--- src/hdl/ncbs_pkg.sv ---
// Shared types, constants and helpers for the nearest-center binary search block.
package ncbs_pkg;

    // Default table depth handed to the top level.
    localparam int DEF_TABLE_DEPTH = 64;

    // Field widths of the stream items.
    localparam int POS_W      = 32;
    localparam int SLOT_W     = 6;
    localparam int COUNT_W    = 7;
    localparam int NEAREST_W  = 6;
    localparam int INTERVAL_W = 7;

    // Packed stream data widths, rounded up to whole bytes.
    localparam int IN_TDATA_W  = 40;
    localparam int OUT_TDATA_W = 16;

    // Request kinds carried in tuser.
    localparam logic REQ_LOAD  = 1'b0;
    localparam logic REQ_QUERY = 1'b1;

    // Width of the shared subtractor: a difference of two differences of positions.
    localparam int SUB_W = POS_W + 2;

    // Result of the shared subtractor.
    typedef struct packed {
        logic signed [SUB_W-1:0] diff;
        logic                    neg;
        logic                    zero;
    } sub_res_t;

    // Sign-extends a position to the subtractor width.
    function automatic logic signed [SUB_W-1:0] sext_pos(input logic signed [POS_W-1:0] v);
        return {{(SUB_W-POS_W){v[POS_W-1]}}, v};
    endfunction

endpackage

--- src/hdl/ncbs_table.sv ---
// Center position table: one write port and two registered read ports.
module ncbs_table
    import ncbs_pkg::*;
#(
    parameter int TABLE_DEPTH = DEF_TABLE_DEPTH,
    parameter int AW          = $clog2(TABLE_DEPTH)
)
(
    input  logic                    clk,
    input  logic                    wr_en,
    input  logic [AW-1:0]           wr_addr,
    input  logic signed [POS_W-1:0] wr_data,
    input  logic                    rd_en,
    input  logic [AW-1:0]           rd_addr_a,
    input  logic [AW-1:0]           rd_addr_b,
    output logic signed [POS_W-1:0] rd_data_a,
    output logic signed [POS_W-1:0] rd_data_b
);

    logic signed [POS_W-1:0] mem [TABLE_DEPTH];

    // Write port.
    always_ff @(posedge clk)
    begin
        if (wr_en)
        begin
            mem[wr_addr] <= wr_data;
        end
    end

    // Two read ports; the data holds until the next read.
    always_ff @(posedge clk)
    begin
        if (rd_en)
        begin
            rd_data_a <= mem[rd_addr_a];
            rd_data_b <= mem[rd_addr_b];
        end
    end

endmodule

--- src/hdl/ncbs_sub.sv ---
// Shared subtractor used for every compare and distance test of the search.
module ncbs_sub
    import ncbs_pkg::*;
(
    input  logic signed [SUB_W-1:0] a,
    input  logic signed [SUB_W-1:0] b,
    output sub_res_t                res
);

    // One wide subtract; sign and zero flags serve as the compare outcome.
    always_comb
    begin
        res.diff = a - b;
        res.neg  = res.diff[SUB_W-1];
        res.zero = (res.diff == '0);
    end

endmodule

--- src/hdl/nearest_center_binary_search.sv ---
// Top level: table of centers, shared subtractor and the search sequencer.
//
//  Channel  Ports                         Direction  Contents
//  s_axis   tvalid tready tdata tuser     in         load or query item
//  m_axis   tvalid tready tdata           out        one result per query
//  cfg      cfg_we cfg_wdata              in         entry_count register
//
// A load item is written to the table on its transfer. A query passes through the
// transfer, a test of the last and then the first entry in use, the halving steps
// (a table read and up to two subtractor passes each), a pick of the nearer center
// and the load of the output register; an end hit or an empty window skips to the load.
// Reset clears the sequencer and sets entry_count to 1; table contents are
// undefined until loaded. A stalled result waits in the output register.
module nearest_center_binary_search
    import ncbs_pkg::*;
#(
    parameter int TABLE_DEPTH = DEF_TABLE_DEPTH
)
(
    input  logic                   clk,
    input  logic                   rst_n,
    input  logic                   s_axis_tvalid,
    output logic                   s_axis_tready,
    input  logic [IN_TDATA_W-1:0]  s_axis_tdata,   // entry_index[5:0], position[37:6], zero pad
    input  logic [0:0]             s_axis_tuser,   // req_type[0]
    output logic                   m_axis_tvalid,
    input  logic                   m_axis_tready,
    output logic [OUT_TDATA_W-1:0] m_axis_tdata,   // nearest_index[5:0], interval_index[12:6]
    input  logic                   cfg_we,
    input  logic [COUNT_W-1:0]     cfg_wdata
);

    localparam int AW = $clog2(TABLE_DEPTH);
    localparam int CW = $clog2(TABLE_DEPTH + 1);

    typedef enum logic [7:0] {
        ST_IDLE   = 8'b0000_0001,
        ST_END_HI = 8'b0000_0010,
        ST_END_LO = 8'b0000_0100,
        ST_ISSUE  = 8'b0000_1000,
        ST_CMP_LO = 8'b0001_0000,
        ST_CMP_HI = 8'b0010_0000,
        ST_NEAR   = 8'b0100_0000,
        ST_RESULT = 8'b1000_0000
    } state_t;

    state_t                  state_reg, state_next;
    logic [COUNT_W-1:0]      entry_count_reg;
    logic signed [POS_W-1:0] key_reg, key_next;
    logic [CW-1:0]           n_reg, n_next;
    logic [CW-1:0]           lo_reg, lo_next;
    logic [CW-1:0]           hi_reg, hi_next;
    logic [CW-1:0]           mid_reg, mid_next;
    logic [CW-1:0]           iv_reg, iv_next;
    logic [CW-1:0]           near_reg, near_next;
    logic signed [SUB_W-1:0] dlo_reg, dlo_next;
    logic signed [SUB_W-1:0] dhi_reg, dhi_next;
    logic                    m_tvalid_reg, m_tvalid_next;
    logic [OUT_TDATA_W-1:0]  m_tdata_reg, m_tdata_next;

    logic                    in_type;
    logic [SLOT_W-1:0]       in_slot;
    logic signed [POS_W-1:0] in_pos;
    logic                    s_xfer;
    logic                    out_load;

    logic [CW+COUNT_W-1:0]   count_wide;
    logic [CW-1:0]           n_sel;
    logic [CW-1:0]           n_sel_m1;
    logic [CW+SLOT_W-1:0]    slot_wide;
    logic                    slot_ok;
    logic [CW:0]             mid_sum;
    logic [CW-1:0]           mid_calc;
    logic [CW-1:0]           mid_calc_m1;
    logic [CW+INTERVAL_W-1:0] iv_wide;
    logic [CW+NEAREST_W-1:0] near_wide;

    logic                    tbl_we;
    logic                    tbl_re;
    logic [AW-1:0]           tbl_addr_a;
    logic [AW-1:0]           tbl_addr_b;
    logic signed [POS_W-1:0] tbl_data_a;
    logic signed [POS_W-1:0] tbl_data_b;

    logic signed [SUB_W-1:0] sub_a;
    logic signed [SUB_W-1:0] sub_b;
    sub_res_t                sub_res;

    // Input field unpacking and transfer detect.
    assign in_type = s_axis_tuser[0];
    assign in_slot = s_axis_tdata[SLOT_W-1:0];
    assign in_pos  = s_axis_tdata[SLOT_W+POS_W-1:SLOT_W];
    assign s_xfer  = s_axis_tvalid && s_axis_tready;

    // Entry count clamped to one through the table depth.
    assign count_wide = {{CW{1'b0}}, entry_count_reg};
    always_comb
    begin
        if (entry_count_reg == '0)
        begin
            n_sel = CW'(1);
        end
        else if (count_wide > (CW+COUNT_W)'(TABLE_DEPTH))
        begin
            n_sel = CW'(TABLE_DEPTH);
        end
        else
        begin
            n_sel = count_wide[CW-1:0];
        end
    end
    assign n_sel_m1 = n_sel - CW'(1);

    // Loads beyond the table depth are dropped.
    assign slot_wide = {{CW{1'b0}}, in_slot};
    assign slot_ok   = (slot_wide < (CW+SLOT_W)'(TABLE_DEPTH));

    // Midpoint of the current search window.
    assign mid_sum     = {1'b0, lo_reg} + {1'b0, hi_reg};
    assign mid_calc    = mid_sum[CW:1];
    assign mid_calc_m1 = mid_calc - CW'(1);

    // Result fields masked to their widths.
    assign iv_wide   = {{INTERVAL_W{1'b0}}, iv_reg};
    assign near_wide = {{NEAREST_W{1'b0}}, near_reg};

    ncbs_table #(
        .TABLE_DEPTH (TABLE_DEPTH),
        .AW          (AW)
    ) u_table (
        .clk       (clk),
        .wr_en     (tbl_we),
        .wr_addr   (slot_wide[AW-1:0]),
        .wr_data   (in_pos),
        .rd_en     (tbl_re),
        .rd_addr_a (tbl_addr_a),
        .rd_addr_b (tbl_addr_b),
        .rd_data_a (tbl_data_a),
        .rd_data_b (tbl_data_b)
    );

    ncbs_sub u_sub (
        .a   (sub_a),
        .b   (sub_b),
        .res (sub_res)
    );

    // Search sequencer.
    always_comb
    begin
        state_next = state_reg;
        key_next   = key_reg;
        n_next     = n_reg;
        lo_next    = lo_reg;
        hi_next    = hi_reg;
        mid_next   = mid_reg;
        iv_next    = iv_reg;
        near_next  = near_reg;
        dlo_next   = dlo_reg;
        dhi_next   = dhi_reg;
        tbl_we     = 1'b0;
        tbl_re     = 1'b0;
        tbl_addr_a = '0;
        tbl_addr_b = '0;
        sub_a      = sext_pos(key_reg);
        sub_b      = '0;
        out_load   = 1'b0;

        unique case (state_reg)
            ST_IDLE:
            begin
                if (s_xfer)
                begin
                    if (in_type == REQ_QUERY)
                    begin
                        // Read the last and the first entry in use.
                        key_next   = in_pos;
                        n_next     = n_sel;
                        tbl_re     = 1'b1;
                        tbl_addr_a = n_sel_m1[AW-1:0];
                        tbl_addr_b = '0;
                        state_next = ST_END_HI;
                    end
                    else
                    begin
                        tbl_we = slot_ok;
                    end
                end
            end
            ST_END_HI:
            begin
                // Key at or above the last entry selects the last entry.
                sub_b = sext_pos(tbl_data_a);
                if (!sub_res.neg)
                begin
                    iv_next    = n_reg;
                    near_next  = n_reg - CW'(1);
                    state_next = ST_RESULT;
                end
                else
                begin
                    state_next = ST_END_LO;
                end
            end
            ST_END_LO:
            begin
                // Key below the first entry selects entry zero.
                sub_b = sext_pos(tbl_data_b);
                if (sub_res.neg)
                begin
                    iv_next    = '0;
                    near_next  = '0;
                    state_next = ST_RESULT;
                end
                else
                begin
                    lo_next    = CW'(1);
                    hi_next    = n_reg - CW'(1);
                    state_next = ST_ISSUE;
                end
            end
            ST_ISSUE:
            begin
                if (hi_reg >= lo_reg)
                begin
                    mid_next   = mid_calc;
                    tbl_re     = 1'b1;
                    tbl_addr_a = mid_calc_m1[AW-1:0];
                    tbl_addr_b = mid_calc[AW-1:0];
                    state_next = ST_CMP_LO;
                end
                else
                begin
                    // Window empty: no interval found.
                    iv_next    = '0;
                    near_next  = '0;
                    state_next = ST_RESULT;
                end
            end
            ST_CMP_LO:
            begin
                // Distance from the lower bound; negative means search lower.
                sub_b    = sext_pos(tbl_data_a);
                dlo_next = sub_res.diff;
                if (sub_res.neg)
                begin
                    hi_next    = mid_reg - CW'(1);
                    state_next = ST_ISSUE;
                end
                else
                begin
                    state_next = ST_CMP_HI;
                end
            end
            ST_CMP_HI:
            begin
                // Distance to the upper bound; positive means the key is inside.
                sub_a = sext_pos(tbl_data_b);
                sub_b = sext_pos(key_reg);
                if (!sub_res.neg && !sub_res.zero)
                begin
                    iv_next    = mid_reg;
                    dhi_next   = sub_res.diff;
                    state_next = ST_NEAR;
                end
                else
                begin
                    lo_next    = mid_reg + CW'(1);
                    state_next = ST_ISSUE;
                end
            end
            ST_NEAR:
            begin
                // Lower center wins only when strictly closer.
                sub_a = dlo_reg;
                sub_b = dhi_reg;
                if (sub_res.neg)
                begin
                    near_next = mid_reg - CW'(1);
                end
                else
                begin
                    near_next = mid_reg;
                end
                state_next = ST_RESULT;
            end
            ST_RESULT:
            begin
                if (!m_tvalid_reg || m_axis_tready)
                begin
                    out_load   = 1'b1;
                    state_next = ST_IDLE;
                end
            end
            default:
            begin
                state_next = ST_IDLE;
            end
        endcase
    end

    // Output register.
    always_comb
    begin
        m_tvalid_next = m_tvalid_reg;
        m_tdata_next  = m_tdata_reg;
        if (out_load)
        begin
            m_tvalid_next = 1'b1;
            m_tdata_next  = {{(OUT_TDATA_W-INTERVAL_W-NEAREST_W){1'b0}},
                             iv_wide[INTERVAL_W-1:0], near_wide[NEAREST_W-1:0]};
        end
        else if (m_axis_tready)
        begin
            m_tvalid_next = 1'b0;
        end
    end

    // Control registers.
    always_ff @(posedge clk or negedge rst_n)
    begin
        if (!rst_n)
        begin
            state_reg       <= ST_IDLE;
            m_tvalid_reg    <= 1'b0;
            entry_count_reg <= COUNT_W'(1);
        end
        else
        begin
            state_reg    <= state_next;
            m_tvalid_reg <= m_tvalid_next;
            if (cfg_we)
            begin
                entry_count_reg <= cfg_wdata;
            end
        end
    end

    // Datapath registers.
    always_ff @(posedge clk)
    begin
        key_reg     <= key_next;
        n_reg       <= n_next;
        lo_reg      <= lo_next;
        hi_reg      <= hi_next;
        mid_reg     <= mid_next;
        iv_reg      <= iv_next;
        near_reg    <= near_next;
        dlo_reg     <= dlo_next;
        dhi_reg     <= dhi_next;
        m_tdata_reg <= m_tdata_next;
    end

    assign s_axis_tready = (state_reg == ST_IDLE);
    assign m_axis_tvalid = m_tvalid_reg;
    assign m_axis_tdata  = m_tdata_reg;

endmodule

--- config.mk ---
export PLATFORM = sky130hd
export DESIGN_NAME = nearest_center_binary_search
export DESIGN_NICKNAME = d
export VERILOG_FILES = /design/src/hdl/ncbs_pkg.sv /design/src/hdl/ncbs_table.sv /design/src/hdl/ncbs_sub.sv /design/src/hdl/nearest_center_binary_search.sv
export SDC_FILE = /design/constraint.sdc
export NUM_CORES = 2
export LEC_CHECK = 0
export BUFFER_PORTS_ARGS = -buffer_cell sky130_fd_sc_hd__buf_2
export CELL_PAD_IN_SITES_DETAIL_PLACEMENT = 0
export CELL_PAD_IN_SITES_GLOBAL_PLACEMENT = 2
export CORE_MARGIN = 2
export CORE_UTILIZATION = 45
export DETAILED_ROUTE_END_ITERATION = 10
export PLACE_DENSITY_LB_ADDON = 0.1
export SLEW_MARGIN = 20
export SYNTH_ARGS = -nofsm -noshare
export SYNTH_HDL_FRONTEND = slang
export SYNTH_SLANG_ARGS = --single-unit
--- constraint.sdc ---
create_clock -name clk -period 18.39 [get_ports clk]
set_input_delay 0 -clock clk [delete_from_list [all_inputs] [get_ports clk]]
set_output_delay 0 -clock clk [all_outputs]
set_load 0.02 [all_outputs]
==> results.py <==
metrics = {
    "yosys": {
        "synth-seq-area-share_pct": 61.4,
        "synth_flop_cell": "edfxtp_1",
        "synth_compound_area_share_pct": 13.7,
        "ys_types": 103,
        "syn_inst": 10400,
        "syn_area_um2": 112000,
        "synth_top_family_by_area": "simple AND/OR/NAND/NOR gates",
        "synth-adder-area-share_pct": 0.619,
        "ys_seq_elements": 2282,
        "synthXorXnorAreaFrac_pct": 0.468,
        "syn_area_per_cell_um2": 10.8,
        "synth_warnings": 0,
        "async_reset_ff_share_pct": 0.701,
        "synth-simple-area-share_pct": 16.5,
        "synthMuxAreaShare_pct": 3.87,
        "synth_edf_count": 2266,
    },
    "final_layout": {
        "syn_to_final_growth_pct": 11.9,
        "largest_reg_flops": 2048,
        "fin_cells": 13800,
        "layout_common_cells": "nand2_1, edfxtp_1, a21oi_1",
        "fillers": 22000,
        "final_common_cell": "nand2_1",
        "layout-drive-gt1-share_pct": 8.70,
        "nets": 10300,
    },
    "die": {
        "die_y_um": 502,
        "pin_count": 71,
        "core_um2": 246000,
        "start_util_pct": 45.3,
        "die_w_um": 502,
        "rows": 182,
        "die_area_um2": 252000,
    },
    "route": {
        "drcViolationCount": 0,
        "drtAntennaViolNets": 0,
        "routedWlPerCell_um": 38.5,
        "drtIter0Drc": 16800,
        "dr.pass1.iters": 9,
        "vias_per_cell": 6.87,
        "drt_wl_total_um": 529000,
        "num_vias": 94600,
    },
    "critical_path": {
        "crit_buf_inv": 4,
        "start_kind": "flip-flop",
        "crit_fanout": 52,
        "slowest_stage": "fa_4",
        "end_kind": "flip-flop",
        "cp.arrival_ns": 8.04,
        "crit_chain": "ha_1 > fa_4 > inv_8 > ha_1 > nand2b_1 > o21ai_4 > buf_4 > buf_4 > buf_4 > mux2i_1 > mux2i_1 > mux2i_1 > o21ai_0 > or4_1 > o31a_1",
        "cp_slowest_stage_delay_ns": 1.26,
        "required_ns": 19.12,
        "worst_path_dominant_cell_family": "buffers and inverters",
        "worstSetupPathType": "reg2reg",
    },
    "global_routing": {
        "grt_first_pass_wirelength_um": 716000,
        "grt_pass1_vias": 87500,
        "grt-ovfl-total": 0,
        "grt_max_degree": 155,
        "grt_use_total_pct": 41.0,
        "grt_antenna_before_repair": 48,
    },
    "sta": {
        "setup_tns_ns": 0,
        "hold_viol": 0,
        "setup_viol": 0,
        "clock_skew_ns": 0.0463,
        "drv_slew": 0,
        "min_period_ns": 7.31,
        "relSlewSlack_pct": 16.3,
        "period_share_pct": 39.7,
        "fmax_mhz": 137,
        "holdWs_ns": 0.153,
        "rsz0062_at_grt": "no",
        "worst_pin_slew_ns": 1.26,
    },
    "clocking": {
        "clk_pin_slew_ns": 0.06,
        "clockBufferDepth": 4,
        "insertion_delay_ns": 0.97,
        "cts_buffers": 279,
        "root_buffer": "clkbuf_16",
        "cts_max_level": 5,
        "cts_tree": "done",
        "numClockSinks": 2282,
        "cts_resized": 0,
    },
    "status": {
        "status": "complete, no violations",
    },
    "hold_path": {
        "hp-class": "in2reg",
    },
    "placed_design": {
        "dpl.hpwl_um": 296000,
        "port-buffer-count": 65,
        "post-place-cells": 13200,
        "gp_congestion": 0.939,
    },
    "power": {
        "power_density_nw_per_um2": 96.0,
        "vdd_ir_drop_max_mv": 0.0824,
        "leakage_nw": 42.7,
    },
    "run": {
        "cap_violations": 0,
    },
}
-- logic make-up (layout without fill, tap and decap cells) --
family,Yosys count,count (layout)
other,1,24
AND/OR/NAND/NOR,4343,4343
buffers and inverters,886,947
XOR/XNOR,57,57
multiplexers,390,390
flip-flops,2282,2282
adder cells (fa/ha/maj),54,54
AO/OA/AOI/OAI,2350,2350
-- cell type report --
class	count	area [um2]	share of cell area [%]
Inverter	43	176	0.141
Sequential cell	2282	68400	54.9
Clock inverter	111	712	0.571
Clock buffer	358	7450	5.97
Multi-Input combinational cell	7197	40200	32.2
Timing Repair Buffer	435	3610	2.89
Antenna cell	21	52.6	0.0421
Tap cell	3312	4140	3.32
-- cells in the mapped netlist (133+ instances only) --
master    instances  area [um2]
o22ai_1         133         832
buf_2           277        1390
nand3_1         809        4050
a31oi_1         286        1790
a21oi_1         852        4260
mux2i_1         343        3430
nand2_1        2877       10800
nor3_1          193         966
o221ai_1        211        1850
nor2_1          189         709
o21ai_0         195         976
clkbuf_1        423        1590
edfxtp_1       2266       68000
-- final timing paths --
path	from	to	slack, ns	cells past startpoint
max	lo_reg[0]	u_table.rd_data_a[0]	11.08	15
min	s_axis_tdata[36]	u_table.mem[60][30]	0.15	2
max reg2reg	lo_reg[0]	u_table.rd_data_a[0]	11.08	15
min reg2reg	iv_reg[1]	m_axis_tdata[7]	0.42	0
max in group asynchronous	rst_n	state_reg[6]	17.69	3
min in group asynchronous	rst_n	entry_count_reg[1]	0.20	3
-- timing repair --
action | CTS | global route
endpoints found under the setup margin | 0 | 0
hold buffers | 68 | 0
endpoints found under the hold margin | 2204 | 0
setup buffers | 0 | 0
-- layer usage --
| metal | wire (um) | share of wire (%) | track usage, % | up-vias |
|---|---|---|---|---|
| met5 | 284 | 0.054 | 0 | - |
| met4 | 31000 | 5.9 | 21.1 | 34 |
| met3 | 72000 | 14 | 11.6 | 1433 |
| met2 | 224000 | 42 | 59.5 | 7230 |
| met1 | 202000 | 38 | 55.9 | 47400 |
| li1 | - | - | - | 38500 |
-- stage by stage --
stage	power [mW]	setup slack [ns]	utilization [%]	area [um2]
CTS	12.0	11.15	50.6	125000
detailed placement	6.87	11.17	47.0	116000
floorplan	6.43	12.25	-	112000
finish	12.0	11.08	50.7	125000
global placement	6.87	11.23	47.0	116000
global route	12.2	10.72	50.7	125000
-- worst register-to-register path, delay by kind of cell (launching register included) --
kind,cells,cell delay (ns)
AO/OA/AOI/OAI,3,0.72
buffers and inverters,4,2.39
AND/OR/NAND/NOR,2,0.82
flip-flops,1,0.40
multiplexers,3,0.76
adder cells (fa/ha/maj),3,1.98
-- power breakdown --
part	switching, mW	internal, mW
logic	0.764	0.271
clock network	2.22	2.94
registers	0.0289	5.76
Note: power is estimated with default switching activity, not from simulation.
